[src/rtl/rbb_pkg.sv]
// ----------------------------------------------------------------------------
// rbb_pkg
// Shared types and constants for the 3x3 RGB box blur.
// ----------------------------------------------------------------------------
package rbb_pkg;

  localparam int MaxWidth   = 1024;
  localparam int MaxHeight  = 1024;
  localparam int COL_W      = $clog2(MaxWidth);
  localparam int ROW_W      = $clog2(MaxHeight);
  localparam int DIM_W      = 11;
  localparam int FifoDepth  = 4;
  localparam int FIFO_AW    = $clog2(FifoDepth);
  localparam int FIFO_CW    = $clog2(FifoDepth + 1);
  localparam int SUM_W      = 12;
  localparam int RECIP_W    = 14;
  localparam int RECIP_SH   = 16;

  // Reciprocals of 9 and 6, scaled by 2^16, exact for sums below 2^SUM_W
  localparam logic [RECIP_W-1:0] RECIP_9 = 14'd7282;
  localparam logic [RECIP_W-1:0] RECIP_6 = 14'd10923;

  localparam logic [DIM_W-1:0] WIDTH_RST  = 11'd640;
  localparam logic [DIM_W-1:0] HEIGHT_RST = 11'd480;
  localparam logic [DIM_W-1:0] DIM_MIN    = 11'd2;

  localparam logic [1:0] CFG_FRAME_WIDTH  = 2'd0;
  localparam logic [1:0] CFG_FRAME_HEIGHT = 2'd1;

  localparam logic REQ_PIXEL = 1'b0;
  localparam logic REQ_FLUSH = 1'b1;

  typedef enum logic [1:0] {
    DIV_4,
    DIV_6,
    DIV_9
  } div_sel_t;

  typedef struct packed {
    logic       req_type;
    logic [7:0] in_blue;
    logic [7:0] in_green;
    logic [7:0] in_red;
  } in_beat_t;

  typedef struct packed {
    logic [7:0] out_blue;
    logic [7:0] out_green;
    logic [7:0] out_red;
    logic       frame_end;
  } out_beat_t;

  // One window column plus whether the centre is emitted after the shift
  typedef struct packed {
    logic        emit;
    logic [23:0] top;
    logic [23:0] mid;
    logic [23:0] bot;
  } col_tok_t;

  typedef struct packed {
    logic draining;
    logic pos_zero;
  } front_stat_t;

endpackage

[src/rtl/rbb_back.sv]
// ----------------------------------------------------------------------------
// rbb_back
// Shifts the 3x3 window, sums in-image cells and divides into the result.
// ----------------------------------------------------------------------------
module rbb_back (
  input  logic                      clk,
  input  logic                      rst_n,
  input  logic                      restart,
  input  logic [rbb_pkg::DIM_W-1:0] width,
  input  logic [rbb_pkg::DIM_W-1:0] height,
  input  logic                      fifo_empty,
  input  rbb_pkg::col_tok_t         pop_data,
  output logic                      pop,
  output logic                      out_valid,
  input  logic                      out_ready,
  output rbb_pkg::out_beat_t        out_data
);
  import rbb_pkg::*;

  logic [23:0]      win_r [9];
  logic             win_emit_r, b_vld_r, out_vld_r;
  logic [COL_W-1:0] ocol_r;
  logic [ROW_W-1:0] orow_r;
  logic [SUM_W-1:0] bsum_r [3];
  div_sel_t         bdiv_r;
  logic             bend_r;
  out_beat_t        out_r;

  logic             adv, cap;
  logic             rlo, rhi, clo, chi, last_col, last_row;
  logic [SUM_W-1:0] sum [3];
  logic [SUM_W-1:0] half;
  div_sel_t         div_sel;
  logic [7:0]       quo [3];
  logic [SUM_W+RECIP_W-1:0] prod [3];

  assign adv = !out_vld_r || out_ready;
  assign pop = adv && !fifo_empty;
  assign cap = adv && win_emit_r;

  // Shift a column into the window
  always_ff @(posedge clk) begin
    if (!rst_n || restart) begin
      for (int i = 0; i < 9; i++) begin
        win_r[i] <= '0;
      end
    end else if (pop) begin
      for (int r = 0; r < 3; r++) begin
        win_r[r*3+0] <= win_r[r*3+1];
        win_r[r*3+1] <= win_r[r*3+2];
      end
      win_r[2] <= pop_data.top;
      win_r[5] <= pop_data.mid;
      win_r[8] <= pop_data.bot;
    end
  end

  // Sum the in-image cells and pick the divisor
  always_comb begin
    rlo      = orow_r != '0;
    rhi      = ({1'b0, orow_r} + 1'b1) < height;
    clo      = ocol_r != '0;
    chi      = ({1'b0, ocol_r} + 1'b1) < width;
    last_row = !rhi;
    last_col = !chi;
    if ((rlo && rhi) && (clo && chi)) begin
      div_sel = DIV_9;
      half    = SUM_W'(4);
    end else if ((rlo && rhi) || (clo && chi)) begin
      div_sel = DIV_6;
      half    = SUM_W'(3);
    end else begin
      div_sel = DIV_4;
      half    = SUM_W'(2);
    end
    for (int ch = 0; ch < 3; ch++) begin
      sum[ch] = half;
      for (int r = 0; r < 3; r++) begin
        for (int c = 0; c < 3; c++) begin
          if ((r != 0 || rlo) && (r != 2 || rhi) && (c != 0 || clo) && (c != 2 || chi)) begin
            sum[ch] = sum[ch] + SUM_W'(win_r[r*3+c][8*ch +: 8]);
          end
        end
      end
    end
  end

  // Register sums and step the output position
  always_ff @(posedge clk) begin
    if (!rst_n || restart) begin
      win_emit_r <= 1'b0;
      b_vld_r    <= 1'b0;
      out_vld_r  <= 1'b0;
      ocol_r     <= '0;
      orow_r     <= '0;
    end else begin
      if (pop) begin
        win_emit_r <= pop_data.emit;
      end else if (adv) begin
        win_emit_r <= 1'b0;
      end
      if (adv) begin
        b_vld_r   <= win_emit_r;
        out_vld_r <= b_vld_r;
      end
      if (cap) begin
        if (last_col) begin
          ocol_r <= '0;
          orow_r <= last_row ? '0 : orow_r + ROW_W'(1);
        end else begin
          ocol_r <= ocol_r + COL_W'(1);
        end
      end
    end
  end

  always_ff @(posedge clk) begin
    if (cap) begin
      bsum_r <= sum;
      bdiv_r <= div_sel;
      bend_r <= last_row && last_col;
    end
  end

  // Divide by the cell count with a reciprocal multiply, or a shift for four cells
  always_comb begin
    for (int ch = 0; ch < 3; ch++) begin
      case (bdiv_r)
        DIV_9: begin
          prod[ch] = bsum_r[ch] * RECIP_9;
          quo[ch]  = prod[ch][RECIP_SH +: 8];
        end
        DIV_6: begin
          prod[ch] = bsum_r[ch] * RECIP_6;
          quo[ch]  = prod[ch][RECIP_SH +: 8];
        end
        default: begin
          prod[ch] = '0;
          quo[ch]  = bsum_r[ch][9:2];
        end
      endcase
    end
  end

  always_ff @(posedge clk) begin
    if (adv && b_vld_r) begin
      out_r.out_blue  <= quo[0];
      out_r.out_green <= quo[1];
      out_r.out_red   <= quo[2];
      out_r.frame_end <= bend_r;
    end
  end

  assign out_valid = out_vld_r;
  assign out_data  = out_r;

endmodule
[config.mk]
export PLATFORM = sky130hd
export DESIGN_NAME = rbb_back
export DESIGN_NICKNAME = d
export VERILOG_FILES = /design/src/rtl/rbb_pkg.sv /design/src/rtl/rbb_back.sv
export SDC_FILE = /design/constraint.sdc
export NUM_CORES = 2
export LEC_CHECK = 0
export ABC_AREA = 1
export BUFFER_PORTS_ARGS = -buffer_cell sky130_fd_sc_hd__buf_2
export CORE_MARGIN = 2
export CORE_UTILIZATION = 27
export DETAILED_ROUTE_END_ITERATION = 8
export GPL_ROUTABILITY_DRIVEN = 0
export SYNTH_ARGS = -nofsm -noshare
export SYNTH_HDL_FRONTEND = slang
export SYNTH_SLANG_ARGS = --single-unit
[constraint.sdc]
create_clock -name clk -period 21.3 [get_ports clk]
set_input_delay 2.13 -clock clk [delete_from_list [all_inputs] [get_ports clk]]
set_output_delay 2.13 -clock clk [all_outputs]
set_load 0.01 [all_outputs]
==> flow_metrics.tcl <==
set metrics [dict create \
    status "finished, final reports clean" \
    power.total_mw 2.41 \
    arrival_ns 13.21 \
    nFillCells 14209 \
    crit_family "adder cells" \
    grt_pass1_wl_um 146000 \
    slew_headroom 0.343 \
    clk_pin_slew_worst_paths_ns 0.06 \
    routed_wl_um 89400 \
    cts.repair.resized 0 \
    rsz0062_at_grt "false" \
    min_path_type "flop to flop" \
    grt_use_met2 0.214 \
    clock_path_buffers 3 \
    firstDrtPassIters 7 \
    critPathMaxStageDelay_ns 0.52 \
    tritoncts "built" \
    core.rowCount 135 \
    yosysTopAreaCell "edfxtp_1" \
    cts_buffers 40 \
    min_period_over_period 0.603 \
    synth_edf_count 280 \
    fin_crit_ns 12.83 \
    chipHeight_um 373 \
    syn-cell-area_mm2 0.0367 \
    antenna_left 0 \
    boundaryPins 127 \
    r2r_cells 64 \
    crit_path_frequent_cell "o21ai_0" \
    rrSetupSlack_ns 8.60 \
    layout.nets 5564 \
    peakVddDrop_uv 52.7 \
    yosys_warnings 0 \
    clock_latency_ns 0.61 \
    num_vias 28381 \
    syn2layout_area_growth_pct 11.0 \
    cts_hold_buf 0 \
    synth.most_common_cell "inv_1" \
    post_dp_cell_area_mm2 0.0395 \
    p_leak_nw 20.6 \
    slowest_stage "fa_1" \
    ys_seq_area_frac 0.242 \
    power.density_mw_per_mm2 59.2 \
    clock-sinks 303 \
    start_util 0.272 \
    criticalPathCategory "input port to flop" \
    layout-drive-gt1-share 0.0841 \
    wl_per_cell_um 13.9 \
    remaining_drc_errors 0 \
    grtUsageMet3 0.0163 \
    grt-ovfl-total 0 \
    finalSetupViolCount 0 \
    maxCapViolations 0 \
    ys_dominant_reg_cell "edfxtp_1" \
    ys_types 56 \
    min_delay_path_depth 2 \
    dp_hpwl_um 72400 \
    grt-busiest-layer "met2" \
    synth-seq-cells 303 \
    final_max_slew_viol_count 0 \
    grt_pass1_vias 28634 \
    synth_cells 4487 \
    fin_skew_ns 0.0340 \
    post-place-ws_ns 7.85 \
    grt_use_met1 0.174 \
    worstMarginPinSlew_ns 0.985 \
    max_freq_ghz 0.0779 \
    fin_cells 6418 \
    worst_setup_path_end_kind "flop" \
    hold_slack_ns 0.474 \
    core_area_mm2 0.135 \
    fin_ws_ns 8.47 \
    die_x_um 373 \
    synth_top_cell_area_share 0.229 \
    setup_tns_ns 0 \
    drt-initial-drc-count 1369 \
    grt_usage 0.129 \
    synth_common_cells "inv_1, nand2_1, ha_1" \
    start_kind "input port" \
    ctsRootBufferMaster "clkbuf_16" \
    port_buffers 126 \
    place_inst 6344 \
    worstSetupPathDepth 56 \
    critPathBufInv 10 \
    synth.area.top_cells "edfxtp_1, ha_1, fa_1" \
    avgSynthCellArea_um2 8.18 \
    utilization 0.302 \
    antenna_found_initial 5 \
    ys_async_sr_fraction 0 \
    hold_viol 0 \
    final_area_mm2 0.0407 \
    grt_max_degree 155 \
    syn_nets 5446 \
    dieArea_mm2 0.139 \
    cts_setup_buffers 0 \
    cp.required_ns 21.67 \
    vias_per_cell 4.42 \
    crit_fanout 42 \
    htreeDepth 2 \
]
cell type report:
type                       instances  area, µm²  share of cell area
antenna                            1       2.50           0.0000614
clock buffer                      51       1060              0.0261
clock inverter                    22        205             0.00504
inverter                         979       3680              0.0904
multi-input combinational       3138      23900               0.587
sequential                       303       8870               0.218
tap                             1781       2230              0.0547
timing repair buffer             143        771              0.0189
worst reg2reg max path: cells and delay by family (launching register included):
| kind | cells | cell delay, ns |
|---|---|---|
| simple gates | 21 | 2.56 |
| flops | 1 | 0.35 |
| fa+ha+maj | 12 | 4.70 |
| compound gates | 17 | 3.51 |
| buf+inv | 12 | 1.07 |
| xor+xnor | 2 | 0.24 |
power breakdown:
part	leakage, nW	total [mW]	internal [mW]	switching (mW)
Combinational	16.7	1.03	0.426	0.605
Sequential	3.28	0.707	0.681	0.0261
Clock	0.621	0.673	0.381	0.292
cells in the final DEF (no fill, tap or decap), drive strengths merged, types with 6 or more instances in the layout:
cell / synthesis / routed
inv: 973 / 975
nand2: 732 / 732
ha: 619 / 619
nor2: 475 / 475
edfxtp: 280 / 280
a21oi: 261 / 261
o21ai: 254 / 254
fa: 240 / 240
nand3: 184 / 184
buf: 5 / 143
xor2: 85 / 85
xnor2: 54 / 54
clkbuf: 62 / 51
or2: 37 / 37
a31oi: 33 / 33
nor3: 27 / 27
dfxtp: 23 / 23
clkinv: 6 / 22
nand3b: 21 / 21
nand4: 17 / 17
o21bai: 17 / 17
a21o: 11 / 11
o22ai: 10 / 10
a211oi: 10 / 10
a21boi: 9 / 9
o31ai: 7 / 7
o21a: 6 / 6
metal layers:
| layer | wire (µm) | vias to the layer above |
|---|---|---|
| met5 | 0 | - |
| met1 | 42900 | 13146 |
| li1 | - | 14690 |
| met3 | 3720 | 112 |
| met4 | 2360 | 0 |
| met2 | 40400 | 433 |
sequential cells by signal, indices dropped and copies added (netlist names):
name	cells
win_r	216
bsum_r	36
out_data	25
ocol_r	10
orow_r	10
bdiv_r	2
b_vld_r	1
bend_r	1
out_valid	1
win_emit_r	1
logic make-up after synthesis:
kind of cell / Yosys count / synth area share
AO/OA/AOI/OAI: 634 / 0.0940
flip-flops: 303 / 0.242
XOR/XNOR: 139 / 0.0332
AND/OR/NAND/NOR: 1506 / 0.182
buffers and inverters: 1046 / 0.107
adder cells (fa/ha/maj): 859 / 0.342
worst paths after layout:
check,startpoint,to
worst max-delay path,height[6],bsum_r[11]
worst min-delay path,b_vld_r,b_vld_r
worst max register to register,orow_r[0],bsum_r[11]
worst min register to register,b_vld_r,b_vld_r
Note: power is estimated with default switching activity, not from simulation.
