## src/rtl/rbb_pkg.sv

```systemverilog
// ----------------------------------------------------------------------------
// rbb_pkg
// Shared types and constants for the 3x3 RGB box blur.
// ----------------------------------------------------------------------------
package rbb_pkg;

  localparam int MaxWidth   = 1024;
  localparam int MaxHeight  = 1024;
  localparam int COL_W      = $clog2(MaxWidth);
  localparam int ROW_W      = $clog2(MaxHeight);
  localparam int DIM_W      = 11;
  localparam int FifoDepth  = 4;
  localparam int FIFO_AW    = $clog2(FifoDepth);
  localparam int FIFO_CW    = $clog2(FifoDepth + 1);
  localparam int SUM_W      = 12;
  localparam int RECIP_W    = 14;
  localparam int RECIP_SH   = 16;

  // Reciprocals of 9 and 6, scaled by 2^16, exact for sums below 2^SUM_W
  localparam logic [RECIP_W-1:0] RECIP_9 = 14'd7282;
  localparam logic [RECIP_W-1:0] RECIP_6 = 14'd10923;

  localparam logic [DIM_W-1:0] WIDTH_RST  = 11'd640;
  localparam logic [DIM_W-1:0] HEIGHT_RST = 11'd480;
  localparam logic [DIM_W-1:0] DIM_MIN    = 11'd2;

  localparam logic [1:0] CFG_FRAME_WIDTH  = 2'd0;
  localparam logic [1:0] CFG_FRAME_HEIGHT = 2'd1;

  localparam logic REQ_PIXEL = 1'b0;
  localparam logic REQ_FLUSH = 1'b1;

  typedef enum logic [1:0] {
    DIV_4,
    DIV_6,
    DIV_9
  } div_sel_t;

  typedef struct packed {
    logic       req_type;
    logic [7:0] in_blue;
    logic [7:0] in_green;
    logic [7:0] in_red;
  } in_beat_t;

  typedef struct packed {
    logic [7:0] out_blue;
    logic [7:0] out_green;
    logic [7:0] out_red;
    logic       frame_end;
  } out_beat_t;

  // One window column plus whether the centre is emitted after the shift
  typedef struct packed {
    logic        emit;
    logic [23:0] top;
    logic [23:0] mid;
    logic [23:0] bot;
  } col_tok_t;

  typedef struct packed {
    logic draining;
    logic pos_zero;
  } front_stat_t;

endpackage

```

## src/rtl/rbb_fifo.sv

```systemverilog
// ----------------------------------------------------------------------------
// rbb_fifo
// Short queue of window columns between the front and back parts.
// ----------------------------------------------------------------------------
module rbb_fifo (
  input  logic                        clk,
  input  logic                        rst_n,
  input  logic                        restart,
  input  logic                        push,
  input  rbb_pkg::col_tok_t           push_data,
  input  logic                        pop,
  output rbb_pkg::col_tok_t           pop_data,
  output logic                        empty,
  output logic [rbb_pkg::FIFO_CW-1:0] count
);
  import rbb_pkg::*;

  col_tok_t           slot_r [FifoDepth];
  logic [FIFO_AW-1:0] wp_r, rp_r;
  logic [FIFO_CW-1:0] cnt_r;

  assign empty    = cnt_r == '0;
  assign count    = cnt_r;
  assign pop_data = slot_r[rp_r];

  // Advance pointers and count
  always_ff @(posedge clk) begin
    if (!rst_n || restart) begin
      wp_r  <= '0;
      rp_r  <= '0;
      cnt_r <= '0;
    end else begin
      if (push) begin
        wp_r <= wp_r + FIFO_AW'(1);
      end
      if (pop) begin
        rp_r <= rp_r + FIFO_AW'(1);
      end
      cnt_r <= cnt_r + FIFO_CW'(push) - FIFO_CW'(pop);
    end
  end

  always_ff @(posedge clk) begin
    if (push) begin
      slot_r[wp_r] <= push_data;
    end
  end

endmodule

```

## config.mk

```make
export PLATFORM = sky130hd
export DESIGN_NAME = rbb_fifo
export DESIGN_NICKNAME = d
export VERILOG_FILES = /design/src/rtl/rbb_pkg.sv /design/src/rtl/rbb_fifo.sv
export SDC_FILE = /design/constraint.sdc
export NUM_CORES = 1
export LEC_CHECK = 0
export BUFFER_PORTS_ARGS = -buffer_cell sky130_fd_sc_hd__buf_4
export CAP_MARGIN = 20
export CORE_MARGIN = 5
export CORE_UTILIZATION = 50
export CTS_CLUSTER_SIZE = 28
export DETAILED_ROUTE_END_ITERATION = 16
export PLACE_DENSITY = 0.71
export SLEW_MARGIN = 25
export SYNTH_ARGS = -nofsm -noshare
export SYNTH_HDL_FRONTEND = slang
export SYNTH_SLANG_ARGS = --single-unit
```

## constraint.sdc

```tcl
create_clock -name clk -period 7.3 [get_ports clk]
set_input_delay 0.365 -clock clk [delete_from_list [all_inputs] [get_ports clk]]
set_output_delay 0.365 -clock clk [all_outputs]
set_load 0.005 [all_outputs]
```

==> out/metrics.yaml, run 1 <==
run_status:
  outcome: "completed"
floorplanning:
  dieArea_sq_mm: 0.02518
  ios: 155
  rows: 54
  start_util: 0.5065
  die_h_um: 158.7
  dieWidth_um: 158.7
  core_sq_mm: 0.02182
cts:
  clockBufferDepth: 3
  cts_setup_buffers: 0
  htree_levels: 1
  postCtsHoldBufs: 0
  cts_sinks: 301
  path_clk_slew_ns: 0.06
  root_buffer: "clkbuf_16"
  cts_resized: 0
  clock_latency_ns: 0.53
  cts_tree: "built"
  cts_buffers: 30
cells_and_area:
  fin_nets: 691
  multi_input_area_sq_mm: 0.001889
  final_util: 0.6211
  antennaDiodeCount: 0
  syn_to_final_growth_pct: 22.64
  design_area_sq_mm: 0.01356
  drive_above_1_share: 0.4610
  n_fill_cell: 1507
  seqCellArea_sq_mm: 0.008956
detailed_routing:
  ant_nets: 0
  num_vias: 4944
  drc: 0
  dr.pass1.iters: 4
  routed_wl_um: 19990
  first_iter_violations: 242
  drt-wirelength-per-cell_um: 21.99
  viasPerCell: 5.439
global_routing:
  grt_max_degree: 38
  grt_overflow: 0
  grt_usage: 0.1600
  grt_pass1_vias: 5443
  grt_antenna_before_repair: 1
  grt_pass1_wl_um: 30680
setup_path:
  ff2ff_path_depth: 7
  crit_type: "reg2out"
  r2r_end: "count[2]"
  endpoint_kind: "primary output"
  slowest_delay_ns: 0.83
  cp_max_fo: 37
  crit_slowest_cell: "dfxtp_4"
  r2r_start: "count[0]"
  crit_top_cell: "buf_4"
  cp.required_ns: 6.93
  crit_arrival_ns: 2.98
  regToRegSetupSlack_ns: 5.56
  cp-start-kind: "register"
  cp_cell_sequence: "buf_4 > mux4_1 > buf_4"
sta:
  finalMaxSlewViolations: 0
  post-route-min-period_ns: 3.342
  hold_violations: 0
  finalClockSkew_ns: 0.005067
  slew_headroom: 0.4682
  tightest_slew_ns: 0.7976
  rsz0062_at_grt: "false"
  fmax_mhz: 299.2
  setup_tns_ns: 0
  period_share: 0.4578
  final-setup-viol-count: 0
synthesis:
  synthDistinctLibCells: 22
  synthCells: 426
  netlist_area_sq_mm: 0.01105
  yosys_warnings: 0
  synth_seq_area_share: 0.8096
  syn_avg_cell_area_sq_um: 25.95
  syn_nets: 511
  synth-seq-cells: 301
placement:
  gp_congestion: 0.7286
  dp_hpwl_um: 12440
  place_area_sq_mm: 0.01257
  port_buffers: 154
pwr:
  total_power_mw: 3.669
  leakage_nw: 4.578
  max-vdd-ir-drop_v: 0.0001831
  powerDensity_mw_per_mm2: 270.7
hold_path:
  worst_hold_path_type: "in2reg"
  worstHoldPathCells: 1
  min-delay-start: "push_data[69]"
  min_to: "slot_r[3][69]"
flow_run:
  maxCapViolCount: 0
[cells in the final DEF (no fill, tap or decap), drive strengths merged]
| cell | n |
|---|---|
| buf | 164 |
| a21bo | 1 |
| nor3 | 1 |
| nand2b | 1 |
| inv | 8 |
| dlygate4sd3 | 1 |
| bufinv | 3 |
| clkinvlp | 3 |
| clkbuf | 33 |
| mux4 | 73 |
| dfxtp | 9 |
| clkinv | 16 |
| a21oi | 1 |
| and2 | 4 |
| nand3b | 1 |
| fa | 1 |
| xnor2 | 2 |
| mux2i | 1 |
| ha | 6 |
| edfxtp | 292 |
| nor2 | 7 |
| xor3 | 1 |
[cell usage after synthesis]
library cell  count  area share
buf_12            7       0.013
a21oi_1           1     0.00045
ha_1              6      0.0068
a21bo_2           1     0.00091
xor3_1            1      0.0022
clkbuf_1          1     0.00034
buf_2             7      0.0032
and2_1            4      0.0023
nor3_1            1     0.00045
xnor2_1           2      0.0016
fa_1              1      0.0018
nand3b_1          1     0.00068
nand2b_1          1     0.00057
buf_6             1      0.0010
edfxtp_1        292        0.79
clkbuf_2          1     0.00045
inv_1             8      0.0027
mux2i_1           1     0.00091
mux4_1            1      0.0024
dfxtp_1           9       0.016
nor2_1            7      0.0024
mux4_2           72        0.15
[final cells by class]
cell class                 instances  area share
sequential                       301      0.6607
multi-input combinational        100      0.1394
timing repair buffer             165     0.09987
clock buffer                      33     0.05778
tap                              280     0.02584
clock inverter                    22     0.01421
inverter                           8    0.002215
[per-stage QoR]
| step | worst slack, ns | cells | hold slack (ns) |
|---|---|---|---|
| 2_1_floorplan | 4.612 | 426 | 0.4639 |
| 3_3_place_gp | 4.361 | 844 | 0.5006 |
| 3_5_place_dp | 4.391 | 853 | 0.5309 |
| 4_1_cts | 3.776 | 908 | 0.0002904 |
| 5_1_grt | 3.627 | 909 | 0.003548 |
| 6_report | 3.958 | 909 | 0.03058 |
[routing by layer]
layer,track usage,routed length (um),vias up
met4,0.03452,303,2
met5,0,13,-
met1,0.2105,7893,2590
met3,0.04675,1625,27
li1,-,-,2170
met2,0.2691,10150,155
[report_power, final]
group          switching [mW]  internal (mW)
Sequential             0.0187           1.94
Clock                   0.606          0.877
Combinational          0.0930          0.131
[worst max path at each step]
stage	startpoint	to	slack, ns	cells past startpoint
6_report	register	pop_data[72]	3.96	3
5_1_grt	register	pop_data[72]	3.63	3
4_1_cts	register	pop_data[72]	3.78	3
3_5_place_dp	register	pop_data[72]	4.39	3
3_3_place_gp	register	pop_data[72]	4.36	3
2_1_floorplan	wp_r[0]	slot_r[0][0]	4.61	3
[kinds of logic (layout without fill, tap and decap cells)]
family,Yosys count,count (layout),share of synthesized area
AO/OA/AOI/OAI,2,2,0.001358
buffers and inverters,25,228,0.02037
adder cells (fa/ha/maj),7,7,0.008603
multiplexers,74,74,0.1500
AND/OR/NAND/NOR,14,14,0.006339
XOR/XNOR,3,3,0.003736
flip-flops,301,301,0.8096
[state kept, by name, summed over array words and instances (netlist names), named ones only]
register	cells
rp_r	2
count	3
slot_r	292
wp_r	2
[critical path: cells and delay by family (launching register included)]
family | cells | cell delay, ns
multiplexers | 1 | 0.65
buffers and inverters | 2 | 0.89
flip-flops | 1 | 0.83
(Power assumes the default switching activity.)
==> run 2: changes to the inputs <==
--- a/config.mk
+++ b/config.mk
@@ -11,7 +11,7 @@
 export CORE_UTILIZATION = 50
 export CTS_CLUSTER_SIZE = 28
 export DETAILED_ROUTE_END_ITERATION = 16
-export PLACE_DENSITY = 0.71
+export PLACE_DENSITY = 0.74
 export SLEW_MARGIN = 25
 export SYNTH_ARGS = -nofsm -noshare
 export SYNTH_HDL_FRONTEND = slang
==> constraint.sdc (replaced) <==
create_clock -name clk -period 3 [get_ports clk]
set_input_delay 0.15 -clock clk [delete_from_list [all_inputs] [get_ports clk]]
set_output_delay 0.15 -clock clk [all_outputs]
set_load 0.005 [all_outputs]
==> out/metrics.yaml, run 2 (synthesized netlist as in run 1, its figures left out) <==
cts:
  path_clk_slew_ns: 0.06
  cts_buffers: 30
  cts_sinks: 301
  clock_latency_ns: 0.54
  htree_levels: 1
  clockBufferDepth: 3
  cts_tree: "built"
  root_buffer: "clkbuf_16"
  cts_resized: 0
cells_and_area:
  stdcell_count: 983
  final_common_cell: "edfxtp_1"
  layout_common_cells: "292 x edfxtp_1, 156 x buf_4, 75 x dlygate4sd3_1, 72 x mux4_2, 31 x clkbuf_16"
  largest_register: "slot_r"
  design_area_sq_mm: 0.01423
  n_fill_cell: 1400
  drive_above_1_share: 0.4031
  syn_to_final_growth_pct: 28.79
  final_util: 0.6523
  largest_register_ffs: 292
  fin_nets: 763
sta:
  slew_headroom: 0.5551
  setup_tns_ns: 0
  finalMaxSlewViolations: 0
  post-route-min-period_ns: 2.480
  fmax_mhz: 403.3
  final-setup-viol-count: 0
  tightest_slew_ns: 0.6674
  setup_ws_ns: 0.5203
  period_share: 0.8266
  whs_ns: 0.03443
  finalClockSkew_ns: 0.009457
  hold_violations: 0
  rsz0062_at_grt: "false"
pwr:
  total_power_mw: 9.009
  max-vdd-ir-drop_v: 0.0006077
  leakage_nw: 4.862
  powerDensity_mw_per_mm2: 632.9
floorplanning:
  start_util: 0.5065
  die_h_um: 158.7
  core_sq_mm: 0.02182
  dieWidth_um: 158.7
  dieArea_sq_mm: 0.02518
  ios: 155
  rows: 54
run_status:
  outcome: "completed"
hold_path:
  worst_hold_path_type: "in2reg"
flow_run:
  maxCapViolCount: 0
global_routing:
  grt_usage: 0.1692
  grt_overflow: 0
  grt_antenna_before_repair: 1
  grt_max_degree: 42
  grt_pass1_vias: 5807
  grt_pass1_wl_um: 32420
detailed_routing:
  first_iter_violations: 225
  drc: 0
  num_vias: 5208
  routed_wl_um: 21170
  dr.pass1.iters: 4
  viasPerCell: 5.298
  drt-wirelength-per-cell_um: 21.53
  ant_nets: 0
setup_path:
  slowest_delay_ns: 0.68
  cp_max_fo: 24
  crit_top_cell: "buf_4"
  cp_cell_sequence: "buf_4 > mux4_2 > buf_4"
  crit_arrival_ns: 2.33
  crit_type: "reg2out"
  cp.required_ns: 2.85
  cp-start-kind: "register"
  crit_family: "flip-flops"
  crit_slowest_cell: "dfxtp_4"
  crit_buf_inv: 2
  endpoint_kind: "primary output"
placement:
  dp_slack_ns: 1.012
  place_area_sq_mm: 0.01252
  post-place-cells: 851
  port_buffers: 154
  gp_congestion: 0.6991
  dp_hpwl_um: 12220
run 2: area by class of cell:
type	count	area, sq um	share of cell area
sequential	301	8956	0.6292
multi-input combinational	100	1889	0.1327
timing repair buffer	237	2042	0.1434
antenna	1	2.502	0.0001758
inverter	8	30.03	0.002110
tap	280	350.3	0.02461
clock buffer	37	798.3	0.05608
clock inverter	19	166.4	0.01169
run 2: layer usage:
layer	track usage	part of all wire	vias up
met1	0.2186	0.39	2707
li1	-	-	2321
met4	0.03534	0.015	0
met3	0.03833	0.065	28
met5	0	0	-
met2	0.2974	0.53	152
run 2: worst min-delay path, delay by kind of cell:
| family | cells | cell delay, ns |
|---|---|---|
| and+or+nand+nor | 2 | 0.31 |
| buffers and inverters | 1 | 0.08 |
run 2: what timing repair did:
action                    in CTS  in global routing
hold endpoints to repair     298                  0
hold buffers                  75                  0
buffers inserted               0                  0
run 2: final timing paths:
kind	startpoint	end	slack (ns)	cells past startpoint
max	register	pop_data[0]	0.52	3
min	rst_n	count[0]	0.03	3
max reg2reg	wp_r[1]	slot_r[1][62]	1.16	4
min reg2reg	rp_r[1]	register	0.53	2
run 2: report_power, final:
group | switching [mW] | total (mW) | internal (mW)
Clock | 1.47 | 3.60 | 2.14
Combinational | 0.255 | 0.636 | 0.381
Sequential | 0.0417 | 4.77 | 4.73
Total | 1.76 | 9.01 | 7.24
==> run 3: changes to the inputs <==
==> constraint.sdc (replaced) <==
create_clock -name clk -period 2.08 [get_ports clk]
set_input_delay 0.104 -clock clk [delete_from_list [all_inputs] [get_ports clk]]
set_output_delay 0.104 -clock clk [all_outputs]
set_load 0.005 [all_outputs]
==> out/metrics.yaml, run 3 (synthesized netlist as in run 1, its figures left out) <==
pwr:
  max-vdd-ir-drop_v: 0.0006733
  leakage_nw: 5.003
  powerDensity_mw_per_mm2: 899.7
sta:
  setup_ws_ns: 0.05520
  tightest_slew_ns: 0.3648
  period_share: 0.9735
  final-setup-viol-count: 0
  finalClockSkew_ns: 0.01177
  hold_violations: 0
  rsz0062_at_grt: "true"
  slew_headroom: 0.7568
  post-route-min-period_ns: 2.025
  setup_tns_ns: 0
  fmax_mhz: 493.9
  finalMaxSlewViolations: 0
cts:
  htree_levels: 1
  cts_tree: "built"
  cts_buffers: 30
  path_clk_slew_ns: 0.06
  clock_latency_ns: 0.54
  cts_sinks: 301
  clockBufferDepth: 3
  root_buffer: "clkbuf_16"
floorplanning:
  ios: 155
  core_sq_mm: 0.02182
  dieWidth_um: 158.7
  rows: 54
  dieArea_sq_mm: 0.02518
  die_h_um: 158.7
  start_util: 0.5065
placement:
  post-place-cells: 862
  dp_slack_ns: 0.3744
  gp_congestion: 0.7108
  dp_hpwl_um: 13310
  port_buffers: 154
detailed_routing:
  routed_wl_um: 21590
  viasPerCell: 5.307
  drc: 0
  num_vias: 5291
  ant_nets: 0
  drt-met1-wl_um: 8378
  dr.pass1.iters: 4
  highest_layer: "met5"
  drt-wirelength-per-cell_um: 21.65
  first_iter_violations: 316
  wl_met2_um: 11630
  wl_met3_um: 1309
setup_path:
  r2r_end: "count[2]"
  endpoint_kind: "primary output"
  regToRegSetupSlack_ns: 0.38
  cp_max_fo: 12
  cp.required_ns: 1.98
  crit_type: "reg2out"
  cp-start-kind: "register"
  ff2ff_path_depth: 7
  crit_arrival_ns: 1.92
  r2r_start: "count[0]"
global_routing:
  grt_usage: 0.1734
  grt_antenna_before_repair: 1
  grt_pass1_wl_um: 32860
  grt_pass1_vias: 5813
  grt_max_degree: 23
  grt_overflow: 0
cells_and_area:
  syn_to_final_growth_pct: 31.83
  antennaDiodeCount: 0
  drive_above_1_share: 0.4184
  largest_register: "slot_r"
  layout_common_cells: "292 x edfxtp_1, 141 x buf_4, 78 x dlygate4sd3_1, 73 x mux4_2, 31 x clkbuf_16"
  stdcell_count: 997
  fin_nets: 779
  largest_register_ffs: 292
  final_common_cell: "edfxtp_1"
run_status:
  outcome: "completed"
hold_path:
  min-delay-start: "restart"
  worst_hold_path_type: "in2reg"
  worstHoldPathCells: 3
  min_to: "count[1]"
flow_run:
  maxCapViolCount: 0
==> run 3: cell types whose count changed in the layout (fill, tap and decap cells not counted), sizes merged <==
cell	previous run	this run
clkinv	15	9
diode	1	0
clkbuf	37	40
clkinvlp	1	3
dlygate4sd3	75	78
buf	162	175
==> run 3: final cells by class <==
cell class | instances | area (sq um)
clock buffer | 40 | 829.5
clock inverter | 15 | 157.7
fill | 1336 | 7252
inverter | 8 | 30.03
multi-input combinational | 100 | 1886
sequential | 301 | 8956
tap | 280 | 350.3
timing repair buffer | 253 | 2362
==> run 3: timing repair <==
action | in CTS | in global routing
cloned | 1 | 0
setup buffers | 3 | 0
endpoints found under the setup margin | 60 | 47
gates resized for setup | 21 | 0
hold endpoints to repair | 301 | 0
hold buffers | 78 | 0
==> run 3: through the flow <==
step / area (sq um) / util / hold WS, ns / power, mW
final: 14570 / 0.6677 / 0.04105 / 13.11
after global routing: 14570 / 0.6677 / 0.05727 / 13.60
after CTS: 14630 / 0.6702 / 0.009310 / 13.26
after detailed placement: 12710 / 0.5825 / 0.3060 / 7.845
after global placement: 12710 / 0.5825 / 0.3014 / 7.800
after floorplan: 11060 / - / 0.2029 / 7.353
==> run 3: worst max-delay path, stage by stage, from the launching register on <==
cell     delay, ns
dfxtp_4       0.41
buf_6         0.23
mux4_2        0.57
buf_4         0.16
==> run 3: where the power goes <==
part	switching (mW)	internal, mW
Sequential	0.0473	6.82
Clock	2.10	3.16
Combinational	0.393	0.595
Total	2.54	10.6
==> run 3: layer usage <==
| layer | track usage | up-vias |
|---|---|---|
| met5 | 0 | - |
| met4 | 0.03940 | 2 |
| met3 | 0.03316 | 23 |
| met2 | 0.3073 | 169 |
| met1 | 0.2247 | 2751 |
| li1 | - | 2346 |
==> run 3: worst max path at each step <==
| stage | startpoint | to | depth (start not counted) |
|---|---|---|---|
| global placement | count[0] | count[2] | 7 |
| finish | register | pop_data[27] | 3 |
| detailed placement | count[0] | count[2] | 7 |
| floorplan | wp_r[0] | slot_r[2][0] | 3 |
| CTS | register | pop_data[6] | 4 |
| global route | register | pop_data[27] | 3 |
